==> src/liu_pkg.sv <==
`timescale 1ns / 1ps
`default_nettype none

package liu_pkg;

    localparam int SAMPLE_WIDTH_DEF = 16;
    localparam int MAX_FACTOR_DEF   = 48;

    // Configuration port layout.
    localparam int CFG_DATA_W = 6;
    localparam int CFG_IDX_W  = 1;

    localparam logic [CFG_IDX_W-1:0] REG_UPSAMPLE_FACTOR = 1'b0;
    localparam logic [CFG_IDX_W-1:0] REG_STEREO_MODE     = 1'b1;

    localparam logic [CFG_DATA_W-1:0] FACTOR_RESET = 6'd1;
    localparam logic                  STEREO_RESET = 1'b1;

    typedef enum logic [2:0] {
        ST_IDLE,
        ST_START_L,
        ST_WAIT_L,
        ST_START_R,
        ST_WAIT_R,
        ST_LOAD,
        ST_EMIT
    } state_t;

    // Sequencer commands to the datapath.
    typedef struct packed {
        logic s_ready;
        logic m_valid;
        logic div_start;
        logic div_right;
        logic cap_left;
        logic cap_right;
        logic load_out;
        logic step;
        logic finish;
    } liu_ctrl_t;

    // Datapath status seen by the sequencer.
    typedef struct packed {
        logic in_accept;
        logic div_done;
        logic out_accept;
        logic last;
        logic stereo;
    } liu_stat_t;

endpackage

`default_nettype wire

==> src/linear_interp_upsampler.sv <==
`timescale 1ns / 1ps
`default_nettype none

// Linear-interpolation upsampler. Each accepted input item carries one sample
// per channel; the block answers with R output items, pair k (k = 0..R-1)
// being prev + (k * (cur - prev)) / R with the quotient truncated toward zero,
// and the last of them flagged by m_last_of_run. The previous samples start
// at -1 after reset. R is the upsample_factor register, with 0 acting as 1 and
// values above MAX_FACTOR held at MAX_FACTOR. In mono mode only the left
// channel is interpolated and copied to the right output. One input item is
// handled at a time: the block takes no new item until the last output pair
// of its run is taken. The block has a single serial divider, shared by both
// channels, which resolves one quotient bit a cycle and divides each
// interpolated channel's step once per item; each output pair then passes
// through a load state and a present state, where it waits for m_ready.
// Configuration is written through cfg_wr_en, cfg_index and cfg_wdata; the
// user must write it only while the block is idle, which the block itself
// does not enforce.
module linear_interp_upsampler #(
    parameter int SAMPLE_WIDTH = liu_pkg::SAMPLE_WIDTH_DEF,
    parameter int MAX_FACTOR   = liu_pkg::MAX_FACTOR_DEF
) (
    input  wire logic                             aclk,
    input  wire logic                             aresetn,
    // Configuration write port.
    input  wire logic                             cfg_wr_en,
    input  wire logic [liu_pkg::CFG_IDX_W-1:0]    cfg_index,
    input  wire logic [liu_pkg::CFG_DATA_W-1:0]   cfg_wdata,
    // Input sample channel.
    input  wire logic                             s_valid,
    output logic                                  s_ready,
    input  wire logic signed [SAMPLE_WIDTH-1:0]   s_left_in,
    input  wire logic signed [SAMPLE_WIDTH-1:0]   s_right_in,
    // Output sample channel.
    output logic                                  m_valid,
    input  wire logic                             m_ready,
    output logic signed [SAMPLE_WIDTH-1:0]        m_left_out,
    output logic signed [SAMPLE_WIDTH-1:0]        m_right_out,
    output logic                                  m_last_of_run
);
    import liu_pkg::*;

    localparam int SW = SAMPLE_WIDTH;
    localparam int FW = $clog2(MAX_FACTOR + 1);
    localparam int CW = (FW > CFG_DATA_W) ? FW : CFG_DATA_W;

    liu_ctrl_t ctrl;
    liu_stat_t stat;

    // Configuration registers.
    logic [CFG_DATA_W-1:0] factor_reg;
    logic                  stereo_reg;

    // Channel state and per-item operands.
    logic signed [SW-1:0] prev_l_reg, prev_r_reg;
    logic signed [SW-1:0] cur_l_reg, cur_r_reg;
    logic        [SW-1:0] mag_l_reg, mag_r_reg;
    logic                 neg_l_reg, neg_r_reg;
    logic        [FW-1:0] reff_reg;
    logic        [FW-1:0] k_reg;

    // Per-step increment (quotient and remainder of |diff| / R) and the
    // running quotient and remainder of k * |diff| / R for each channel.
    logic [SW-1:0] inc_q_l_reg, inc_q_r_reg;
    logic [FW-1:0] inc_r_l_reg, inc_r_r_reg;
    logic [SW-1:0] acc_q_l_reg, acc_q_r_reg, acc_q_l_next, acc_q_r_next;
    logic [FW-1:0] acc_r_l_reg, acc_r_r_reg, acc_r_l_next, acc_r_r_next;

    // Output registers.
    logic signed [SW-1:0] out_l_reg, out_r_reg;
    logic                 out_last_reg;

    logic [CW-1:0]        factor_ext;
    logic [FW-1:0]        reff;
    logic signed [SW:0]   diff_l, diff_r;
    logic [SW:0]          abs_l, abs_r;
    logic signed [SW:0]   val_l, val_r;
    logic                 last;
    logic [FW:0]          rsum_l, rsum_r;

    logic                 div_done;
    logic [SW-1:0]        div_q;
    logic [FW-1:0]        div_rem;
    logic [SW-1:0]        div_num;

    // Effective factor: zero behaves as one, large values clamp to the maximum.
    always_comb begin
        factor_ext = CW'(factor_reg);
        if (factor_ext == '0) begin
            reff = FW'(1);
        end else if (factor_ext > CW'(MAX_FACTOR)) begin
            reff = FW'(MAX_FACTOR);
        end else begin
            reff = factor_ext[FW-1:0];
        end
    end

    // The difference is kept one bit wider than a sample so it never wraps;
    // its magnitude always fits a sample width.
    always_comb begin
        diff_l = {s_left_in[SW-1], s_left_in} - {prev_l_reg[SW-1], prev_l_reg};
        diff_r = {s_right_in[SW-1], s_right_in} - {prev_r_reg[SW-1], prev_r_reg};
        abs_l  = diff_l[SW] ? (SW + 1)'(-diff_l) : diff_l;
        abs_r  = diff_r[SW] ? (SW + 1)'(-diff_r) : diff_r;
    end

    // Since k is never negative, truncation toward zero equals the sign of
    // the difference applied to the floor of the magnitude quotient.
    always_comb begin
        if (neg_l_reg) begin
            val_l = {prev_l_reg[SW-1], prev_l_reg} - {1'b0, acc_q_l_reg};
        end else begin
            val_l = {prev_l_reg[SW-1], prev_l_reg} + {1'b0, acc_q_l_reg};
        end
        if (neg_r_reg) begin
            val_r = {prev_r_reg[SW-1], prev_r_reg} - {1'b0, acc_q_r_reg};
        end else begin
            val_r = {prev_r_reg[SW-1], prev_r_reg} + {1'b0, acc_q_r_reg};
        end
        last = (k_reg == reff_reg - FW'(1));
    end

    // Moving from pair k to pair k+1 adds the per-step quotient and
    // remainder, with one carry when the remainder reaches R.
    always_comb begin
        rsum_l       = {1'b0, acc_r_l_reg} + {1'b0, inc_r_l_reg};
        rsum_r       = {1'b0, acc_r_r_reg} + {1'b0, inc_r_r_reg};
        acc_q_l_next = acc_q_l_reg + inc_q_l_reg;
        acc_q_r_next = acc_q_r_reg + inc_q_r_reg;
        acc_r_l_next = rsum_l[FW-1:0];
        acc_r_r_next = rsum_r[FW-1:0];
        if (rsum_l >= {1'b0, reff_reg}) begin
            acc_r_l_next = FW'(rsum_l - {1'b0, reff_reg});
            acc_q_l_next = acc_q_l_reg + inc_q_l_reg + SW'(1);
        end
        if (rsum_r >= {1'b0, reff_reg}) begin
            acc_r_r_next = FW'(rsum_r - {1'b0, reff_reg});
            acc_q_r_next = acc_q_r_reg + inc_q_r_reg + SW'(1);
        end
    end

    assign div_num = ctrl.div_right ? mag_r_reg : mag_l_reg;

    liu_div #(
        .NUM_W (SW),
        .DEN_W (FW)
    ) u_div (
        .aclk      (aclk),
        .aresetn   (aresetn),
        .start     (ctrl.div_start),
        .dividend  (div_num),
        .divisor   (reff_reg),
        .done      (div_done),
        .quotient  (div_q),
        .remainder (div_rem)
    );

    assign stat.in_accept  = s_valid && ctrl.s_ready;
    assign stat.div_done   = div_done;
    assign stat.out_accept = ctrl.m_valid && m_ready;
    assign stat.last       = out_last_reg;
    assign stat.stereo     = stereo_reg;

    liu_ctrl u_ctrl (
        .aclk    (aclk),
        .aresetn (aresetn),
        .stat    (stat),
        .ctrl    (ctrl)
    );

    // Configuration and the previous samples are state that reset defines.
    always_ff @(posedge aclk) begin
        if (!aresetn) begin
            factor_reg <= FACTOR_RESET;
            stereo_reg <= STEREO_RESET;
            prev_l_reg <= '1;
            prev_r_reg <= '1;
        end else begin
            if (cfg_wr_en && cfg_index == REG_UPSAMPLE_FACTOR) begin
                factor_reg <= cfg_wdata;
            end
            if (cfg_wr_en && cfg_index == REG_STEREO_MODE) begin
                stereo_reg <= cfg_wdata[0];
            end
            if (ctrl.finish) begin
                prev_l_reg <= cur_l_reg;
                if (stereo_reg) begin
                    prev_r_reg <= cur_r_reg;
                end
            end
        end
    end

    // Working registers; the sequencer always loads them before use.
    always_ff @(posedge aclk) begin
        if (stat.in_accept) begin
            cur_l_reg   <= s_left_in;
            cur_r_reg   <= s_right_in;
            mag_l_reg   <= abs_l[SW-1:0];
            mag_r_reg   <= abs_r[SW-1:0];
            neg_l_reg   <= diff_l[SW];
            neg_r_reg   <= diff_r[SW];
            reff_reg    <= reff;
            k_reg       <= '0;
            acc_q_l_reg <= '0;
            acc_q_r_reg <= '0;
            acc_r_l_reg <= '0;
            acc_r_r_reg <= '0;
        end else if (ctrl.step) begin
            k_reg       <= k_reg + FW'(1);
            acc_q_l_reg <= acc_q_l_next;
            acc_q_r_reg <= acc_q_r_next;
            acc_r_l_reg <= acc_r_l_next;
            acc_r_r_reg <= acc_r_r_next;
        end
        if (ctrl.cap_left) begin
            inc_q_l_reg <= div_q;
            inc_r_l_reg <= div_rem;
        end
        if (ctrl.cap_right) begin
            inc_q_r_reg <= div_q;
            inc_r_r_reg <= div_rem;
        end
        if (ctrl.load_out) begin
            out_l_reg    <= val_l[SW-1:0];
            out_r_reg    <= stereo_reg ? val_r[SW-1:0] : val_l[SW-1:0];
            out_last_reg <= last;
        end
    end

    assign s_ready       = ctrl.s_ready;
    assign m_valid       = ctrl.m_valid;
    assign m_left_out    = out_l_reg;
    assign m_right_out   = out_r_reg;
    assign m_last_of_run = out_last_reg;

endmodule

`default_nettype wire

==> src/liu_div.sv <==
`timescale 1ns / 1ps
`default_nettype none

// Restoring divider, one quotient bit per cycle.
module liu_div #(
    parameter int NUM_W = liu_pkg::SAMPLE_WIDTH_DEF,
    parameter int DEN_W = $clog2(liu_pkg::MAX_FACTOR_DEF + 1)
) (
    input  wire logic             aclk,
    input  wire logic             aresetn,
    input  wire logic             start,
    input  wire logic [NUM_W-1:0] dividend,
    input  wire logic [DEN_W-1:0] divisor,
    output logic                  done,
    output logic      [NUM_W-1:0] quotient,
    output logic      [DEN_W-1:0] remainder
);
    import liu_pkg::*;

    localparam int CNT_W = (NUM_W > 1) ? $clog2(NUM_W) : 1;

    logic             busy_reg, busy_next;
    logic             done_reg, done_next;
    logic [CNT_W-1:0] cnt_reg, cnt_next;
    logic [NUM_W-1:0] num_reg, num_next;
    logic [DEN_W-1:0] rem_reg, rem_next;
    logic [DEN_W-1:0] den_reg, den_next;
    logic [DEN_W:0]   trial;
    logic             qbit;

    always_comb begin
        trial     = {rem_reg, num_reg[NUM_W-1]};
        qbit      = (trial >= {1'b0, den_reg});
        busy_next = busy_reg;
        done_next = 1'b0;
        cnt_next  = cnt_reg;
        num_next  = num_reg;
        rem_next  = rem_reg;
        den_next  = den_reg;
        if (start) begin
            busy_next = 1'b1;
            cnt_next  = CNT_W'(NUM_W - 1);
            num_next  = dividend;
            rem_next  = '0;
            den_next  = divisor;
        end else if (busy_reg) begin
            num_next = {num_reg[NUM_W-2:0], qbit};
            if (qbit) begin
                rem_next = DEN_W'(trial - {1'b0, den_reg});
            end else begin
                rem_next = trial[DEN_W-1:0];
            end
            if (cnt_reg == '0) begin
                busy_next = 1'b0;
                done_next = 1'b1;
            end else begin
                cnt_next = cnt_reg - CNT_W'(1);
            end
        end
    end

    always_ff @(posedge aclk) begin
        if (!aresetn) begin
            busy_reg <= 1'b0;
            done_reg <= 1'b0;
            cnt_reg  <= '0;
        end else begin
            busy_reg <= busy_next;
            done_reg <= done_next;
            cnt_reg  <= cnt_next;
        end
    end

    always_ff @(posedge aclk) begin
        num_reg <= num_next;
        rem_reg <= rem_next;
        den_reg <= den_next;
    end

    assign done      = done_reg;
    assign quotient  = num_reg;
    assign remainder = rem_reg;

endmodule

`default_nettype wire

==> src/liu_ctrl.sv <==
`timescale 1ns / 1ps
`default_nettype none

module liu_ctrl (
    input  wire logic                aclk,
    input  wire logic                aresetn,
    input  wire liu_pkg::liu_stat_t  stat,
    output liu_pkg::liu_ctrl_t       ctrl
);
    import liu_pkg::*;

    state_t state_reg, state_next;

    always_comb begin
        state_next = state_reg;
        case (state_reg)
            ST_IDLE: begin
                if (stat.in_accept) state_next = ST_START_L;
            end
            ST_START_L: state_next = ST_WAIT_L;
            ST_WAIT_L: begin
                if (stat.div_done) state_next = stat.stereo ? ST_START_R : ST_LOAD;
            end
            ST_START_R: state_next = ST_WAIT_R;
            ST_WAIT_R: begin
                if (stat.div_done) state_next = ST_LOAD;
            end
            ST_LOAD: state_next = ST_EMIT;
            ST_EMIT: begin
                if (stat.out_accept) state_next = stat.last ? ST_IDLE : ST_LOAD;
            end
            default: state_next = ST_IDLE;
        endcase
    end

    always_comb begin
        ctrl = '0;
        case (state_reg)
            ST_IDLE:    ctrl.s_ready = 1'b1;
            ST_START_L: ctrl.div_start = 1'b1;
            ST_WAIT_L:  ctrl.cap_left = stat.div_done;
            ST_START_R: begin
                ctrl.div_start = 1'b1;
                ctrl.div_right = 1'b1;
            end
            ST_WAIT_R:  begin
                ctrl.div_right = 1'b1;
                ctrl.cap_right = stat.div_done;
            end
            ST_LOAD:    ctrl.load_out = 1'b1;
            ST_EMIT: begin
                ctrl.m_valid = 1'b1;
                ctrl.step    = stat.out_accept && !stat.last;
                ctrl.finish  = stat.out_accept && stat.last;
            end
            default:    ctrl = '0;
        endcase
    end

    always_ff @(posedge aclk) begin
        if (!aresetn) begin
            state_reg <= ST_IDLE;
        end else begin
            state_reg <= state_next;
        end
    end

endmodule

`default_nettype wire

==> config.mk <==
export PLATFORM = sky130hd
export DESIGN_NAME = linear_interp_upsampler
export DESIGN_NICKNAME = d
export VERILOG_FILES = /design/src/liu_pkg.sv /design/src/linear_interp_upsampler.sv /design/src/liu_div.sv /design/src/liu_ctrl.sv
export SDC_FILE = /design/constraint.sdc
export NUM_CORES = 1
export LEC_CHECK = 0
export BUFFER_PORTS_ARGS = -buffer_cell sky130_fd_sc_hd__buf_2
export CORE_MARGIN = 5
export CORE_UTILIZATION = 55
export CTS_CLUSTER_DIAMETER = 100
export DETAILED_ROUTE_END_ITERATION = 10
export GPL_ROUTABILITY_DRIVEN = 0
export HOLD_SLACK_MARGIN = 0.12
export PLACE_DENSITY = 0.75
export SYNTH_ARGS = -nofsm -noshare
export SYNTH_HDL_FRONTEND = slang
export SYNTH_SLANG_ARGS = --single-unit
==> constraint.sdc <==
create_clock -name aclk -period 3.4 [get_ports aclk]
set_input_delay 0.34 -clock aclk [delete_from_list [all_inputs] [get_ports aclk]]
set_output_delay 0.34 -clock aclk [all_outputs]
set_load 0.02 [all_outputs]
==> flow_summary.toml <==
[setup_path]
r2r_end = "acc_q_r_reg[12]$_SDFFE_PP0P_"
r2r_cells = 16
r2r_setup_slack_ps = -30
crit_start = "inc_r_r_reg[1]$_DFFE_PP_"
path_class = "flop to flop"
worstPathRequired_ps = 3810
timing.rr.start = "inc_r_r_reg[1]$_DFFE_PP_"
cp_data_arrival_time_ps = 3840
start_kind = "flop"
worstSetupEndpointType = "flop"
critPathMaxFanout = 3

[sta]
fin_skew_ps = 26.0
whs_ps = 256
rsz0062_at_grt = "yes"
fin_crit_sh = 1.01
setup_ws_ps = -29.8
maxSlewHeadroom = 0.308
finalCriticalPeriod_ps = 3430
hold_viol_final = 0
achievable-frequency_mhz = 292
setup_viol = 2
slew_violations = 0
tightest_slew_ps = 1040

[power]
leakagePower_nw = 8.18
powerDensity_mw_per_mm2 = 452
ir_drop_v = 0.000422

[die]
die_h_um = 185
dieArea_mm2 = 0.0341
fp.coreArea_mm2 = 0.0303
fp.dieW_um = 185
initial_core_util = 0.553
num_rows = 64
io_pins = 79

[cells_and_area]
area_growth_pct = 20.6
multi_input_area_mm2 = 0.00942
seqCellArea_mm2 = 0.00722
finalNonFillerCells = 2348
final_core_utilization = 0.667
drive_gt1_frac = 0.175
finalNetCount = 2114
mostFrequentLayoutCells = "edfxtp_1 (171), nand2_1 (154), ha_1 (129)"
mostFrequentLayoutCell = "edfxtp_1"
n_antenna_cell = 0
n_fill_cell = 2209

[clocking]
cts_num_sinks = 275
h-tree-depth = 1
clock_path_buffers = 3
numCtsBuffers = 30
path_clk_slew_ps = 60
clk_latency_ps = 570
root_buffer = "clkbuf_16"
cts_tree = "built"

[global_route]
grt_pass1_wl_um = 68700
grt_use_total = 0.248
grt.overflow.total = 0
grt_max_degree = 51
grt_pass1_vias = 13360
antenna_found_initial = 0

[logic_synthesis]
synthesis.yosys.warnings = 0
synth_top_area_cell = "edfxtp_1"
syn_inst = 1715
synth_fp_nets = 1901
synth_edf_count = 171
netlist.area_leader.share = 0.306
synth.distinct_cells = 71
ys_async_sr_fraction = 0
synth_flop_cell = "edfxtp_1"
synth_area_leaders = "edfxtp_1 (31%), dfxtp_1 (12%), ha_1 (9.8%)"
syn_area_mm2 = 0.0168
synth_seq_cells = 275
syn-mean-instance-area_um2 = 9.79
yosysSeqAreaShare = 0.430

[outcome]
violations = "negative setup slack"
status = "complete, but fails checks"

[routing]
wl_per_cell_um = 18.6
initialDrtViolationCount = 1112
drc_errors = 0
antenna_left = 0
vias = 13668
viasPerCell = 5.82
routed_wl_um = 43600
drt-pass1-iter-count = 6

[hold_path]
hold_start = "cfg_index"
min_path_cells = 3
whs_endpoint = "factor_ext[0]$_SDFFE_PN1P_"
hp-class = "primary input to flop"

[job]
cap_viol_max_count = 0

[place]
dpl.cell_count = 2234
port_buffers = 78
hpwl_um = 32000
## worst max-delay path: stages (launching register included)
cell	delay [ps]
edfxtp_1	400
ha_1	280
a21o_1	160
a21oi_2	160
o21bai_1	90
a21oi_1	170
xnor2_1	110
ha_1	310
nand2_1	60
o211ai_1	160
a21o_1	220
o2111ai_4	170
nor4bb_4	380
buf_4	170
nand4_1	90
xor2_1	220
a21oi_1	100
## routing by layer
metal / track usage / share of wire / vias up
li1: - / - / 6633
met1: 0.320 / 0.42 / 6532
met2: 0.432 / 0.49 / 400
met3: 0.0312 / 0.052 / 103
met4: 0.0907 / 0.043 / 0
met5: 0 / 0 / -
## synthesized netlist by cell type, types with 8 or more instances
| master | n |
|---|---|
| edfxtp_1 | 171 |
| nand2_1 | 154 |
| nor2_1 | 132 |
| ha_1 | 131 |
| a21oi_1 | 126 |
| inv_1 | 116 |
| xnor2_1 | 113 |
| dfxtp_1 | 104 |
| o21ai_0 | 88 |
| xor2_1 | 61 |
| o211ai_1 | 48 |
| clkbuf_1 | 44 |
| mux2i_1 | 38 |
| a211oi_1 | 35 |
| nor3_1 | 35 |
| o21a_1 | 24 |
| nor2b_1 | 23 |
| a21o_1 | 22 |
| nand3_1 | 22 |
| nand2b_1 | 18 |
| a31oi_1 | 12 |
| and3_1 | 11 |
| fa_1 | 11 |
| mux2_2 | 11 |
| o31ai_1 | 11 |
| o31a_1 | 10 |
| a21boi_0 | 9 |
| and2_1 | 9 |
| nand4_1 | 9 |
| or3_1 | 9 |
| nor4_1 | 8 |
## worst max-delay path by stage
stage                                         endpoint  slack (ps)  cells past startpoint
after CTS                 acc_q_r_reg[13]$_SDFFE_PP0P_         0.6                     17
after global routing      acc_q_r_reg[12]$_SDFFE_PP0P_        -220                     16
after floorplan                mag_r_reg[15]$_DFFE_PP_           9                     12
after detailed placement  acc_q_r_reg[14]$_SDFFE_PP0P_        -150                     15
final                     acc_q_r_reg[12]$_SDFFE_PP0P_         -30                     16
after global placement         mag_r_reg[15]$_DFFE_PP_         -90                     13
## cells by family after synthesis
logic type,share of synthesized area
xor gates and xnor gates,0.0908
muxes,0.0300
AOI/OAI and AO/OA,0.170
and+or+nand+nor,0.131
adders and majority gates,0.111
DFF,0.430
buffers and inverters,0.0379
## power by group
part	switching [mW]	leakage, nW	internal (mW)
Combinational	0.978	5.24	0.704
Sequential	0.278	2.46	3.95
Clock	1.33	0.483	1.91
## stage by stage
stage	power (mW)	area (µm²)	worst slack (ps)	setup TNS, ps
3_3_place_gp	5.77	18300	-90.9	-104
6_report	9.14	20200	-29.8	-34.5
5_1_grt	9.52	20200	-224	-1920
4_1_cts	9.09	19700	0.639	0
3_5_place_dp	5.84	18300	-155	-1240
2_1_floorplan	5.26	16800	8.78	0
## repair_timing
action                                 4_1_cts  5_1_grt
endpoints found under the hold margin       39        0
pin swaps                                   10       55
hold buffers                                40        0
gates resized for setup                     19       86
setup endpoints to repair                   17       54
buffers inserted                             2       16
## area by class of cell
type | instances | share of cell area
tap | 396 | 0.0245
clock buffer | 46 | 0.0430
multi-input combinational | 1271 | 0.465
inverter | 118 | 0.0220
sequential | 275 | 0.357
timing repair buffer | 232 | 0.0831
clock inverter | 10 | 0.00562
(Power assumes the default switching activity.)
